## src/rtl/hrhp_pkg.sv

```systemverilog
// ----------------------------------------------------------------------------
// hrhp_pkg
// Shared types and constants of the HTTP request head parser.
// ----------------------------------------------------------------------------
package hrhp_pkg;

  // default sizes
  localparam int unsigned METHOD_BYTES_DEF = 16;
  localparam int unsigned PATH_BYTES_DEF   = 256;
  localparam int unsigned HOST_BYTES_DEF   = 256;
  localparam int unsigned BUFFER_BYTES_DEF = 65535;

  // reset value of the default port register
  localparam logic [15:0] DEFAULT_PORT_RST = 16'd80;

  // characters
  localparam logic [7:0] CH_CR    = 8'h0D;
  localparam logic [7:0] CH_LF    = 8'h0A;
  localparam logic [7:0] CH_TAB   = 8'h09;
  localparam logic [7:0] CH_VT    = 8'h0B;
  localparam logic [7:0] CH_FF    = 8'h0C;
  localparam logic [7:0] CH_SPACE = 8'h20;
  localparam logic [7:0] CH_COLON = 8'h3A;
  localparam logic [7:0] CH_PLUS  = 8'h2B;
  localparam logic [7:0] CH_MINUS = 8'h2D;
  localparam logic [7:0] CH_ZERO  = 8'h30;
  localparam logic [7:0] CH_NINE  = 8'h39;

  // result kinds
  localparam logic [1:0] KIND_METHOD  = 2'd0;
  localparam logic [1:0] KIND_PATH    = 2'd1;
  localparam logic [1:0] KIND_HOST    = 2'd2;
  localparam logic [1:0] KIND_SUMMARY = 2'd3;

  // summary status codes
  localparam logic [1:0] ST_NO_LINE    = 2'd0;
  localparam logic [1:0] ST_MALFORMED  = 2'd1;
  localparam logic [1:0] ST_UNFINISHED = 2'd2;
  localparam logic [1:0] ST_COMPLETE   = 2'd3;

  // saturation limit of the port magnitude
  localparam logic [19:0] PORT_MAX = 20'd65535;

  // one result item
  typedef struct packed {
    logic [1:0]         kind;
    logic [7:0]         text_byte;
    logic [7:0]         text_index;
    logic [1:0]         status;
    logic [3:0]         method_len;
    logic [7:0]         path_len;
    logic [7:0]         host_len;
    logic signed [16:0] port;
    logic [15:0]        consumed;
    logic               final_result;
  } res_t;

endpackage

```

## src/rtl/http_request_head_parser.sv

```systemverilog
// ----------------------------------------------------------------------------
// http_request_head_parser
// Byte-serial parser of an HTTP request line and Host header.
// ----------------------------------------------------------------------------
// One request buffer streams in one byte per transfer, the final byte marked
// by in_last_byte. Method and path bytes of the request line and the bytes of
// the latest Host header value come out as tagged results while they arrive;
// the final byte also yields a summary result with status, kept lengths, port
// and consumed offset, after which the run state clears. A byte is taken in
// every cycle while input ready is high and updates the parser state. Results
// go into a four-entry output queue. A byte can cause two results (a method,
// path or host byte and the summary), so input ready drops while fewer than
// two queue entries are free. cfg_wdata sets the port that is reported when no
// host colon supplies one; it is sampled at the first byte of a run.
module http_request_head_parser #(
  parameter int unsigned METHOD_BYTES = hrhp_pkg::METHOD_BYTES_DEF,
  parameter int unsigned PATH_BYTES   = hrhp_pkg::PATH_BYTES_DEF,
  parameter int unsigned HOST_BYTES   = hrhp_pkg::HOST_BYTES_DEF,
  parameter int unsigned BUFFER_BYTES = hrhp_pkg::BUFFER_BYTES_DEF
) (
  input  logic               clk,
  input  logic               rst_n,
  // configuration
  input  logic               cfg_we,
  input  logic [15:0]        cfg_wdata,
  // input channel
  input  logic               in_valid,
  output logic               in_ready,
  input  logic [7:0]         in_data_byte,
  input  logic               in_last_byte,
  // result channel
  output logic               out_valid,
  input  logic               out_ready,
  output logic [1:0]         out_kind,
  output logic [7:0]         out_text_byte,
  output logic [7:0]         out_text_index,
  output logic [1:0]         out_status,
  output logic [3:0]         out_method_len,
  output logic [7:0]         out_path_len,
  output logic [7:0]         out_host_len,
  output logic signed [16:0] out_port,
  output logic [15:0]        out_consumed,
  output logic               out_final_result
);
  import hrhp_pkg::*;

  localparam int MW = (METHOD_BYTES > 2) ? $clog2(METHOD_BYTES) : 1;
  localparam int PW = (PATH_BYTES > 2) ? $clog2(PATH_BYTES) : 1;
  localparam int HW = (HOST_BYTES > 2) ? $clog2(HOST_BYTES) : 1;
  localparam int OW = $clog2(BUFFER_BYTES + 1);

  localparam logic [MW-1:0] METHOD_MAX = MW'(METHOD_BYTES - 1);
  localparam logic [PW-1:0] PATH_MAX   = PW'(PATH_BYTES - 1);
  localparam logic [HW-1:0] HOST_MAX   = HW'(HOST_BYTES - 1);
  localparam logic [OW-1:0] OFF_MAX    = OW'(BUFFER_BYTES);

  // parser phases
  localparam logic [2:0] PH_METHOD  = 3'd0;
  localparam logic [2:0] PH_PATH    = 3'd1;
  localparam logic [2:0] PH_REST    = 3'd2;
  localparam logic [2:0] PH_HEADERS = 3'd3;
  localparam logic [2:0] PH_NOLINE  = 3'd4;
  localparam logic [2:0] PH_BAD     = 3'd5;
  localparam logic [2:0] PH_DONE    = 3'd6;

  // header line modes
  localparam logic [1:0] HM_LINE  = 2'd0;
  localparam logic [1:0] HM_SKIP  = 2'd1;
  localparam logic [1:0] HM_BLANK = 2'd2;
  localparam logic [1:0] HM_VALUE = 2'd3;

  // port text phases
  localparam logic [1:0] PP_BLANKS = 2'd0;
  localparam logic [1:0] PP_POS    = 2'd1;
  localparam logic [1:0] PP_NEG    = 2'd2;
  localparam logic [1:0] PP_STOP   = 2'd3;

  // queue depth
  localparam int QD = 4;

  // lower-case letters of the header name, the colon is checked apart
  function automatic logic [7:0] host_char(input logic [2:0] pos);
    logic [7:0] c;
    unique case (pos)
      3'd0:    c = 8'h68;
      3'd1:    c = 8'h6F;
      3'd2:    c = 8'h73;
      default: c = 8'h74;
    endcase
    return c;
  endfunction

  // parser state
  logic [2:0]         phase_r, phase_nxt;
  logic [OW-1:0]      off_r, off_nxt;
  logic [OW-1:0]      ret_r, ret_nxt;
  logic               pcr_r, pcr_nxt;
  logic [2:0]         mpos_r, mpos_nxt;
  logic [1:0]         hmode_r, hmode_nxt;
  logic [HW-1:0]      hcnt_r, hcnt_nxt;
  logic               colon_v_r, colon_v_nxt;
  logic [HW-1:0]      colon_p_r, colon_p_nxt;
  logic [15:0]        acc_r, acc_nxt;
  logic [1:0]         pphase_r, pphase_nxt;
  logic signed [16:0] port_r, port_nxt;
  logic [MW-1:0]      mcnt_r, mcnt_nxt;
  logic [PW-1:0]      pcnt_r, pcnt_nxt;
  logic [HW-1:0]      hlen_r, hlen_nxt;
  logic [15:0]        dport_r;

  // output queue
  res_t               q_mem [QD];
  logic [1:0]         wr_r;
  logic [1:0]         rd_r;
  logic [2:0]         cnt_r;

  logic               in_xfer;
  logic               out_xfer;
  logic               emit;
  res_t               text_res;
  res_t               sum_res;
  logic [1:0]         n_push;

  // working values
  logic [7:0]         b;
  logic [OW-1:0]      noff;
  logic               done;
  logic               ok;
  logic               digit;
  logic [3:0]         dval;
  logic [19:0]        prod;
  logic [1:0]         st;

  assign in_xfer  = in_valid && in_ready;
  assign out_xfer = out_valid && out_ready;
  assign in_ready = (cnt_r <= 3'(QD - 2));

  // next state for one byte
  always_comb begin
    phase_nxt   = phase_r;
    ret_nxt     = ret_r;
    pcr_nxt     = pcr_r;
    mpos_nxt    = mpos_r;
    hmode_nxt   = hmode_r;
    hcnt_nxt    = hcnt_r;
    colon_v_nxt = colon_v_r;
    colon_p_nxt = colon_p_r;
    acc_nxt     = acc_r;
    pphase_nxt  = pphase_r;
    port_nxt    = (off_r == '0) ? $signed({1'b0, dport_r}) : port_r;
    mcnt_nxt    = mcnt_r;
    pcnt_nxt    = pcnt_r;
    hlen_nxt    = hlen_r;
    emit        = 1'b0;
    text_res    = '0;
    sum_res     = '0;
    done        = 1'b0;
    ok          = 1'b0;
    st          = ST_NO_LINE;
    prod        = '0;

    b     = in_data_byte;
    noff  = (off_r < OFF_MAX) ? off_r + 1'b1 : off_r;
    digit = (b >= CH_ZERO) && (b <= CH_NINE);
    dval  = 4'(b - CH_ZERO);

    if (phase_r <= PH_REST) begin
      // request line
      if (pcr_r) begin
        pcr_nxt = 1'b0;
        if (b != CH_LF) begin
          phase_nxt = PH_NOLINE;
        end else if (phase_r == PH_REST) begin
          phase_nxt = PH_HEADERS;
          hmode_nxt = HM_LINE;
          mpos_nxt  = '0;
          ret_nxt   = noff;
        end else begin
          phase_nxt = PH_BAD;
        end
      end else if (b == CH_CR) begin
        pcr_nxt = 1'b1;
      end else if (phase_r == PH_METHOD) begin
        if (b == CH_SPACE) begin
          phase_nxt = PH_PATH;
        end else if (mcnt_r < METHOD_MAX) begin
          emit                = 1'b1;
          text_res.kind       = KIND_METHOD;
          text_res.text_byte  = b;
          text_res.text_index = 8'(mcnt_r);
          mcnt_nxt            = mcnt_r + 1'b1;
        end
      end else if (phase_r == PH_PATH) begin
        if (b == CH_SPACE) begin
          phase_nxt = PH_REST;
        end else if (pcnt_r < PATH_MAX) begin
          emit                = 1'b1;
          text_res.kind       = KIND_PATH;
          text_res.text_byte  = b;
          text_res.text_index = 8'(pcnt_r);
          pcnt_nxt            = pcnt_r + 1'b1;
        end
      end
    end else if (phase_r == PH_HEADERS) begin
      // end of head or a stray cr
      if (pcr_r) begin
        pcr_nxt = 1'b0;
        if (b == CH_LF) begin
          phase_nxt = PH_DONE;
          done      = 1'b1;
        end else begin
          hmode_nxt = HM_SKIP;
        end
      end
      // header name match at line start
      if (!done && hmode_nxt == HM_LINE) begin
        if (mpos_r == 3'd0 && b == CH_CR) begin
          pcr_nxt = 1'b1;
          done    = 1'b1;
        end else begin
          ok = (mpos_r < 3'd4) ? ((b | 8'h20) == host_char(mpos_r)) : (b == CH_COLON);
          if (ok) begin
            done = 1'b1;
            if (mpos_r == 3'd4) begin
              mpos_nxt    = '0;
              hmode_nxt   = HM_BLANK;
              ret_nxt     = noff;
              hcnt_nxt    = '0;
              colon_v_nxt = 1'b0;
              hlen_nxt    = '0;
              acc_nxt     = '0;
              pphase_nxt  = PP_BLANKS;
            end else begin
              mpos_nxt = mpos_r + 1'b1;
            end
          end else begin
            mpos_nxt  = '0;
            hmode_nxt = HM_SKIP;
          end
        end
      end
      // rest of a line that is not a host header
      if (!done && hmode_nxt == HM_SKIP) begin
        done = 1'b1;
        if (b == CH_LF) begin
          hmode_nxt = HM_LINE;
          mpos_nxt  = '0;
          ret_nxt   = noff;
        end
      end
      // blanks ahead of the host value
      if (!done && hmode_nxt == HM_BLANK) begin
        if (b == CH_SPACE || b == CH_TAB) begin
          ret_nxt = noff;
          done    = 1'b1;
        end else begin
          hmode_nxt = HM_VALUE;
        end
      end
      // host value bytes
      if (!done) begin
        if (b == CH_CR) begin
          hmode_nxt = HM_SKIP;
        end else if (b == CH_LF) begin
          hmode_nxt = HM_LINE;
          mpos_nxt  = '0;
          ret_nxt   = noff;
        end else if (hcnt_nxt < HOST_MAX) begin
          emit                = 1'b1;
          text_res.kind       = KIND_HOST;
          text_res.text_byte  = b;
          text_res.text_index = 8'(hcnt_nxt);
          if (b == CH_COLON) begin
            colon_v_nxt = 1'b1;
            colon_p_nxt = hcnt_nxt;
            acc_nxt     = '0;
            pphase_nxt  = PP_BLANKS;
            port_nxt    = '0;
          end else if (colon_v_nxt) begin
            // port text after the last colon
            if (pphase_nxt == PP_BLANKS) begin
              if (!(b == CH_SPACE || b == CH_TAB || b == CH_VT || b == CH_FF)) begin
                if (b == CH_PLUS) begin
                  pphase_nxt = PP_POS;
                end else if (b == CH_MINUS) begin
                  pphase_nxt = PP_NEG;
                end else if (digit) begin
                  pphase_nxt = PP_POS;
                  acc_nxt    = 16'(dval);
                end else begin
                  pphase_nxt = PP_STOP;
                end
                port_nxt = (pphase_nxt == PP_NEG) ? -$signed({1'b0, acc_nxt})
                                                  : $signed({1'b0, acc_nxt});
              end
            end else begin
              if (pphase_nxt != PP_STOP) begin
                if (digit) begin
                  prod    = 20'(acc_nxt) * 20'd10 + 20'(dval);
                  acc_nxt = (prod > PORT_MAX) ? 16'(PORT_MAX) : 16'(prod);
                end else begin
                  pphase_nxt = PP_STOP;
                end
              end
              port_nxt = (pphase_nxt == PP_NEG) ? -$signed({1'b0, acc_nxt})
                                                : $signed({1'b0, acc_nxt});
            end
          end
          hcnt_nxt = hcnt_nxt + 1'b1;
          hlen_nxt = colon_v_nxt ? colon_p_nxt : hcnt_nxt;
        end
      end
    end

    off_nxt = noff;

    // summary at the last byte
    unique case (phase_nxt)
      PH_BAD:     st = ST_MALFORMED;
      PH_HEADERS: st = ST_UNFINISHED;
      PH_DONE:    st = ST_COMPLETE;
      default:    st = ST_NO_LINE;
    endcase
    sum_res.kind         = KIND_SUMMARY;
    sum_res.status       = st;
    sum_res.port         = port_nxt;
    sum_res.final_result = 1'b1;
    if (st == ST_UNFINISHED || st == ST_COMPLETE) begin
      sum_res.method_len = 4'(mcnt_nxt);
      sum_res.path_len   = 8'(pcnt_nxt);
      sum_res.host_len   = 8'(hlen_nxt);
      sum_res.consumed   = 16'(ret_nxt);
    end

    // run state clears after the last byte
    if (in_last_byte) begin
      phase_nxt   = PH_METHOD;
      off_nxt     = '0;
      ret_nxt     = '0;
      pcr_nxt     = 1'b0;
      mpos_nxt    = '0;
      hmode_nxt   = HM_LINE;
      hcnt_nxt    = '0;
      colon_v_nxt = 1'b0;
      acc_nxt     = '0;
      pphase_nxt  = PP_BLANKS;
      port_nxt    = $signed({1'b0, dport_r});
      mcnt_nxt    = '0;
      pcnt_nxt    = '0;
      hlen_nxt    = '0;
    end
  end

  assign n_push = in_xfer ? (2'(emit) + 2'(in_last_byte)) : 2'd0;

  // parser and configuration registers
  always_ff @(posedge clk) begin
    if (!rst_n) begin
      phase_r   <= PH_METHOD;
      off_r     <= '0;
      ret_r     <= '0;
      pcr_r     <= 1'b0;
      mpos_r    <= '0;
      hmode_r   <= HM_LINE;
      hcnt_r    <= '0;
      colon_v_r <= 1'b0;
      colon_p_r <= '0;
      acc_r     <= '0;
      pphase_r  <= PP_BLANKS;
      port_r    <= $signed({1'b0, DEFAULT_PORT_RST});
      mcnt_r    <= '0;
      pcnt_r    <= '0;
      hlen_r    <= '0;
      dport_r   <= DEFAULT_PORT_RST;
    end else begin
      if (cfg_we) begin
        dport_r <= cfg_wdata;
      end
      if (in_xfer) begin
        phase_r   <= phase_nxt;
        off_r     <= off_nxt;
        ret_r     <= ret_nxt;
        pcr_r     <= pcr_nxt;
        mpos_r    <= mpos_nxt;
        hmode_r   <= hmode_nxt;
        hcnt_r    <= hcnt_nxt;
        colon_v_r <= colon_v_nxt;
        colon_p_r <= colon_p_nxt;
        acc_r     <= acc_nxt;
        pphase_r  <= pphase_nxt;
        port_r    <= port_nxt;
        mcnt_r    <= mcnt_nxt;
        pcnt_r    <= pcnt_nxt;
        hlen_r    <= hlen_nxt;
      end
    end
  end

  // output queue storage, first entry is the text result when there is one
  always_ff @(posedge clk) begin
    if (in_xfer) begin
      if (emit) begin
        q_mem[wr_r] <= text_res;
        if (in_last_byte) begin
          q_mem[wr_r + 2'd1] <= sum_res;
        end
      end else if (in_last_byte) begin
        q_mem[wr_r] <= sum_res;
      end
    end
  end

  // output queue pointers
  always_ff @(posedge clk) begin
    if (!rst_n) begin
      wr_r  <= '0;
      rd_r  <= '0;
      cnt_r <= '0;
    end else begin
      wr_r  <= wr_r + n_push;
      rd_r  <= rd_r + 2'(out_xfer);
      cnt_r <= cnt_r + 3'(n_push) - 3'(out_xfer);
    end
  end

  // result channel
  assign out_valid        = (cnt_r != '0);
  assign out_kind         = q_mem[rd_r].kind;
  assign out_text_byte    = q_mem[rd_r].text_byte;
  assign out_text_index   = q_mem[rd_r].text_index;
  assign out_status       = q_mem[rd_r].status;
  assign out_method_len   = q_mem[rd_r].method_len;
  assign out_path_len     = q_mem[rd_r].path_len;
  assign out_host_len     = q_mem[rd_r].host_len;
  assign out_port         = q_mem[rd_r].port;
  assign out_consumed     = q_mem[rd_r].consumed;
  assign out_final_result = q_mem[rd_r].final_result;

`ifndef SYNTH
  // queue never overfills
  a_cnt_bound: assert property (@(posedge clk) disable iff (!rst_n)
    cnt_r <= 3'(QD))
    else $error("output queue over capacity");

  // the last byte of a run clears the offset
  a_run_clear: assert property (@(posedge clk) disable iff (!rst_n)
    (in_xfer && in_last_byte) |=> (off_r == '0) && (phase_r == PH_METHOD))
    else $error("run state not cleared after last byte");

  // only the summary carries the final flag
  a_final_kind: assert property (@(posedge clk) disable iff (!rst_n)
    out_valid |-> (out_final_result == (out_kind == KIND_SUMMARY)))
    else $error("final flag and result kind disagree");

  // an accepted last byte always lands its summary result in the queue
  a_push: assert property (@(posedge clk) disable iff (!rst_n)
    (in_xfer && in_last_byte && !out_xfer) |=> (cnt_r != '0))
    else $error("summary result lost");
`endif

endmodule
```

## config.mk

```make
export PLATFORM = sky130hd
export DESIGN_NAME = http_request_head_parser
export DESIGN_NICKNAME = d
export VERILOG_FILES = /design/src/rtl/hrhp_pkg.sv /design/src/rtl/http_request_head_parser.sv
export SDC_FILE = /design/constraint.sdc
export NUM_CORES = 1
export LEC_CHECK = 0
export BUFFER_PORTS_ARGS = -buffer_cell sky130_fd_sc_hd__buf_2
export CORE_MARGIN = 8
export CORE_UTILIZATION = 55
export DETAILED_ROUTE_END_ITERATION = 7
export PLACE_DENSITY = 0.71
export SETUP_SLACK_MARGIN = 0.05
export SYNTH_ARGS = -nofsm -noshare
export SYNTH_HDL_FRONTEND = slang
export SYNTH_SLANG_ARGS = --single-unit
```

## constraint.sdc

```tcl
create_clock -name clk -period 9.3 [get_ports clk]
set_input_delay 0.93 -clock clk [delete_from_list [all_inputs] [get_ports clk]]
set_output_delay 0.93 -clock clk [all_outputs]
set_load 0.005 [all_outputs]
```

==> flow_metrics.tcl, run 1 <==
set metrics [dict create \
    status "complete, no violations" \
    worstSetupPathType "reg -> reg" \
    ys_seq_elements 432 \
    p_comb_share_pct 21.4 \
    num-fill-cells 3570 \
    vdd_drop_max_mv 0.161 \
    hold_viol 0 \
    layout_setup_ws_ps 1220 \
    cap_violations 0 \
    synth.distinct_cells 87 \
    setup_viol 0 \
    worst_hold_path_type "reg -> reg" \
    cts.htree.levels 2 \
    required_ps 9600 \
    finalCritPeriodShare_pct 86.9 \
    antenna_found_initial 0 \
    syn_inst 2490 \
    place_area_um2 24200 \
    post-cts-setup-buffers 0 \
    pre_cts_ws_ps 959 \
    stdcell_count 3083 \
    routedWlPerCell_um 22.3 \
    skew_ps 23.1 \
    start_util_pct 55.7 \
    vias 19613 \
    worst_pin_slew_ps 1230 \
    synth_area_per_cell_um2 9.36 \
    async_reset_ff_share_pct 0 \
    area_growth_pct 10.0 \
    max-slew-margin-rel_pct 17.5 \
    dp_hpwl_um 46100 \
    ioPinCount 106 \
    synth_edf_count 220 \
    drtAntennaViolNets 0 \
    clk_pin_slew_worst_paths_ps 60 \
    cts_hold_buf 0 \
    die_y_um 222 \
    synth_area_um2 23300 \
    grt-ovfl-total 0 \
    initialDrtViolationCount 2389 \
    internal_power_mw 3.78 \
    max_stage_delay_ps 600 \
    dr.pass1.iters 6 \
    cp_data_arrival_time_ps 8390 \
    cts.sinks 432 \
    cts-root-buf "clkbuf_16" \
    seq_area_frac_synth_pct 46.6 \
    track_usage_pct 27.0 \
    cp_max_fo 12 \
    totalNegativeSetupSlack_ps 0 \
    clock_power_share_pct 32.8 \
    drt_wl_total_um 68600 \
    switching_share_pct 28.6 \
    holdWs_ps 451 \
    die_w_um 222 \
    yosys_warnings 0 \
    portBuffers 105 \
    cts_resized 0 \
    end_kind "flop" \
    drv_slew 0 \
    rows 75 \
    fin_util_pct 61.2 \
    grt_max_degree 79 \
    design_power_total_mw 5.30 \
    power.density_nw_per_um2 207 \
    drive_above_1_share_pct 13.1 \
    start_kind "flop" \
    dp_cells 3001 \
    cts_tree "built" \
    cp_common_cell "ha_1" \
    fin_area_um2 25600 \
    clkLatencyLatePin_ps 580 \
    p_leak_nw 9.16 \
    fmax_mhz 124 \
    gp_congestion 0.974 \
    drc_errors 0 \
    grt_pass1_wl_um 107000 \
    finalNetCount 2594 \
    die-area_um2 49200 \
    vias_per_cell 6.36 \
    finalCriticalPeriod_ps 8080 \
    seqPwrFrac_pct 45.8 \
    antenna_cells 0 \
    crit_slowest_cell "a2111oi_0" \
    rsz0062_at_grt "false" \
    syn_nets 2575 \
    switchingPower_mw 1.52 \
    cts_buffer_depth 3 \
    cts-buffers-inserted 45 \
    synthFlopType "edfxtp_1" \
    grt_pass1_vias 18953 \
    coreArea_um2 41900 \
]
-- placed cells by master, fill, tap and decap left out, drive strengths merged, types with 12 or more instances in the layout --
cell type / netlist / routed
mux2i: 57 / 57
o21a: 19 / 19
nand4: 17 / 17
mux4: 74 / 74
ha: 52 / 52
o21ai: 92 / 92
nor2: 565 / 565
xor2: 26 / 26
a211oi: 14 / 14
o211ai: 17 / 17
clkbuf: 149 / 68
or3: 19 / 19
clkinv: 0 / 12
nor4: 12 / 12
a31oi: 27 / 27
dfxtp: 212 / 212
xnor2: 30 / 30
o22ai: 26 / 26
nor3: 34 / 34
a22oi: 30 / 30
a21oi: 230 / 230
nand2b: 15 / 15
nand3: 58 / 58
buf: 26 / 147
edfxtp: 220 / 220
or2: 15 / 15
a2bb2oi: 15 / 15
nand2: 189 / 189
inv: 48 / 48
and3: 19 / 19
and2: 26 / 26
-- power groups by stage --
stage / Clock [mW] / Sequential [mW] / Combinational, mW
floorplan: 0 / 2.40 / 0.756
global placement: 0 / 2.45 / 1.13
detailed placement: 0 / 2.47 / 1.15
CTS: 1.76 / 2.43 / 1.15
global route: 1.83 / 2.45 / 1.23
finish: 1.74 / 2.43 / 1.13
-- cells by family after synthesis --
group | count (synthesis) | share of synthesized area (%)
simple gates | 1015 | 19.3
mux | 132 | 9.65
fa+ha+maj | 55 | 3.05
buf+inv | 223 | 3.63
xor+xnor | 56 | 2.11
compound gates | 577 | 15.7
flops | 432 | 46.6
-- flip-flops by register name (all words and copies together) (netlist names), 4 cells and up --
register / flops
mcnt_r: 4
port_r: 17
dport_r: 16
off_r: 16
ret_r: 16
colon_p_r: 8
q_mem: 296
pcnt_r: 8
hcnt_r: 8
hlen_r: 8
acc_r: 16
-- Yosys cell counts, drive strengths merged, types with 30 or more instances --
library cell	instances	share of area (%)
a21oi	230	5.0
dfxtp	212	18
nor3	34	0.73
xnor2	30	1.1
clkbuf	149	2.4
a22oi	30	0.97
nand3	58	1.2
mux2i	57	2.4
mux4	74	7.2
ha	52	2.8
o21ai	92	2.0
edfxtp	220	28
inv	48	0.77
nor2	565	9.1
nand2	189	3.0
-- critical path: cells and delay by family, from the launching register on --
family / cells / cell delay (ps)
simple gates: 13 / 3150
compound gates: 6 / 2480
fa+ha+maj: 5 / 1510
flops: 1 / 410
mux: 1 / 160
buf+inv: 1 / 100
-- worst paths after layout --
check / start / endpoint / slack [ps] / cells past startpoint
worst max-delay path: mpos_r[0] / q_mem[1][25] / 1220 / 26
worst min-delay path: q_mem[3][0] / q_mem[3][0] / 450 / 2
worst max register to register: mpos_r[0] / q_mem[1][25] / 1220 / 26
worst min register to register: q_mem[3][0] / q_mem[3][0] / 450 / 2
-- metal layers --
metal	part of all wire, %	vias up	routed length (µm)	track usage, %
met5	0	-	0	0
met4	3.0	0	2040	8.64
met3	8.7	126	6000	5.13
met2	47	885	32000	44.2
met1	42	9542	28600	36.0
li1	-	9060	-	-
-- final cells by class --
cell class | count | area, µm² | area share (%)
clock buffer | 68 | 1310 | 5.09
tap | 539 | 674 | 2.63
multi-input combinational | 1835 | 11600 | 45.5
inverter | 48 | 181 | 0.708
clock inverter | 14 | 95.1 | 0.371
timing repair buffer | 147 | 866 | 3.38
sequential | 432 | 10900 | 42.4
No activity file was read; power rests on OpenSTA's default activity.
==> inputs of run 2 (changes only) <==
PLACE_DENSITY = 0.75   (was 0.71)
==> run 2 against run 1 <==
  * Via count is 0.32% higher
  * Combinational power hardly changed
  * Largest cell class unchanged
  * Sequential power hardly changed
  * Wire length hardly changed
  * Register-to-register slack worse by 140 ps
  * First-iteration DRC count is 12% lower
  * Global-route usage is 0.12 points higher
==> flow_metrics.tcl, run 2 (synthesis results as in run 1) <==
set metrics [dict create \
    status "complete, no violations" \
    cts-root-buf "clkbuf_16" \
    gp_congestion 0.987 \
    track_usage_pct 27.1 \
    worst-path-buf-inv 1 \
    met3_length_um 5810 \
    final_cell_mix "564 x nor2_1, 227 x a21oi_1, 220 x edfxtp_1" \
    coreArea_um2 41900 \
    seqPwrFrac_pct 44.5 \
    cts.sinks 432 \
    switching_share_pct 28.3 \
    ioPinCount 106 \
    internal_power_mw 3.91 \
    setup_viol 0 \
    initialDrtViolationCount 2097 \
    cts_tree "built" \
    drtAntennaViolNets 0 \
    drive_above_1_share_pct 13.4 \
    area_growth_pct 10.7 \
    num-fill-cells 3501 \
    wl_met2_um 32600 \
    rows 75 \
    cp_common_cell "ha_1" \
    r2r-end "q_mem[1][25]" \
    grt_max_degree 72 \
    clk_pin_slew_worst_paths_ps 60 \
    cts_hold_buf 0 \
    max-slew-margin-rel_pct 18.8 \
    portBuffers 105 \
    antenna_found_initial 1 \
    die_y_um 222 \
    largest-register "q_mem" \
    skew_ps 21.4 \
    cp_max_fo 13 \
    drc_errors 0 \
    cts_resized 0 \
    cts_buffer_depth 3 \
    largest_reg_flops 296 \
    hold_viol 0 \
    reg_top3 "q_mem (296), port_r (17)" \
    die-area_um2 49200 \
    multi_input_area_um2 11700 \
    max_stage_delay_ps 760 \
    end_kind "flop" \
    wl_met1_um 28000 \
    dr.pass1.iters 6 \
    drv_slew 0 \
    worstSetupPathType "reg -> reg" \
    fin_util_pct 61.6 \
    cp_data_arrival_time_ps 8530 \
    drt_wl_total_um 68600 \
    clock_power_share_pct 34.6 \
    dp_hpwl_um 45800 \
    hold_path.startpoint "q_mem[0][0]" \
    power.density_nw_per_um2 211 \
    switchingPower_mw 1.55 \
    final_common_cell "nor2_1" \
    crit_family "simple AND/OR/NAND/NOR gates" \
    min_to "q_mem[0][0]" \
    finalNetCount 2591 \
    start_kind "flop" \
    p_comb_share_pct 20.9 \
    vias_per_cell 6.38 \
    routed.top_layer "met5" \
    p_leak_nw 9.23 \
    cts.htree.levels 2 \
    clkLatencyLatePin_ps 590 \
    grt_pass1_wl_um 108000 \
    crit_slowest_cell "a2111oi_0" \
    rsz0062_at_grt "false" \
    start_util_pct 55.7 \
    finalCriticalPeriod_ps 8220 \
    grt_pass1_vias 19233 \
    hold_path_depth 2 \
    finalCritPeriodShare_pct 88.4 \
    design_power_total_mw 5.45 \
    post-cts-setup-buffers 0 \
    antenna_cells 0 \
    die_w_um 222 \
    worst_pin_slew_ps 1210 \
    ff2ff_setup_slack_ps 1080 \
    seqCellArea_um2 10900 \
    vdd_drop_max_mv 0.187 \
    cts-buffers-inserted 45 \
    totalNegativeSetupSlack_ps 0 \
    grt-ovfl-total 0 \
    reg2regPathDepth 26 \
    fmax_mhz 122 \
    vias 19676 \
    cap_violations 0 \
    worst_hold_path_type "reg -> reg" \
    r2r_start "mpos_r[0]" \
    required_ps 9610 \
    routedWlPerCell_um 22.3 \
]
==> run 2: cell count changes in the layout (fill, tap and decap cells not counted), sizes merged <==
cell | before | now
inv | 48 | 50
clkinv | 12 | 11
buf | 147 | 144
clkbuf | 68 | 66
bufinv | 1 | 4
==> run 2: power groups by stage <==
stage / Sequential [mW] / Clock, mW / Combinational [mW]
after CTS: 2.42 / 1.91 / 1.15
after floorplan: 2.40 / 0 / 0.756
after global placement: 2.44 / 0 / 1.13
after global routing: 2.45 / 1.99 / 1.23
final: 2.42 / 1.89 / 1.14
after detailed placement: 2.46 / 0 / 1.15
==> run 2: worst max-delay path by stage <==
stage,start,end,slack [ps],depth (start not counted)
after detailed placement,in_data_byte[2],q_mem[1][25],900,24
after global routing,mpos_r[0],q_mem[3][25],460,26
after floorplan,in_data_byte[4],q_mem[0][10],590,20
after global placement,in_data_byte[3],q_mem[3][33],1040,24
after CTS,mpos_r[0],q_mem[1][25],1310,26
final,mpos_r[0],q_mem[1][25],1080,26
==> run 2: cell type report <==
class / count / share of cell area [%]
Clock buffer: 66 / 5.18
Inverter: 48 / 0.703
Tap cell: 539 / 2.61
Sequential cell: 432 / 42.1
Multi-Input combinational cell: 1835 / 45.2
Clock inverter: 18 / 0.892
Timing Repair Buffer: 144 / 3.37
==> run 2: routing by layer <==
layer / track usage, % / vias up
li1: - / 9056
met1: 35.4 / 9551
met2: 44.8 / 924
met3: 4.89 / 143
met4: 10.2 / 2
met5: 0 / -
==> run 2: worst min-delay path, delay by kind of cell (launching register included) <==
kind	cells	cell delay, ps
flops	1	310
simple gates	2	90
==> run 2: through the flow <==
| step | setup slack (ps) | hold WS [ps] | instance area, µm² | std cells |
|---|---|---|---|---|
| floorplan | 591 | 418 | 23300 | 2490 |
| global placement | 1040 | 427 | 24200 | 2998 |
| detailed placement | 899 | 439 | 24200 | 2998 |
| CTS | 1310 | 449 | 25800 | 3082 |
| global route | 457 | 461 | 25800 | 3082 |
| finish | 1080 | 448 | 25800 | 3082 |
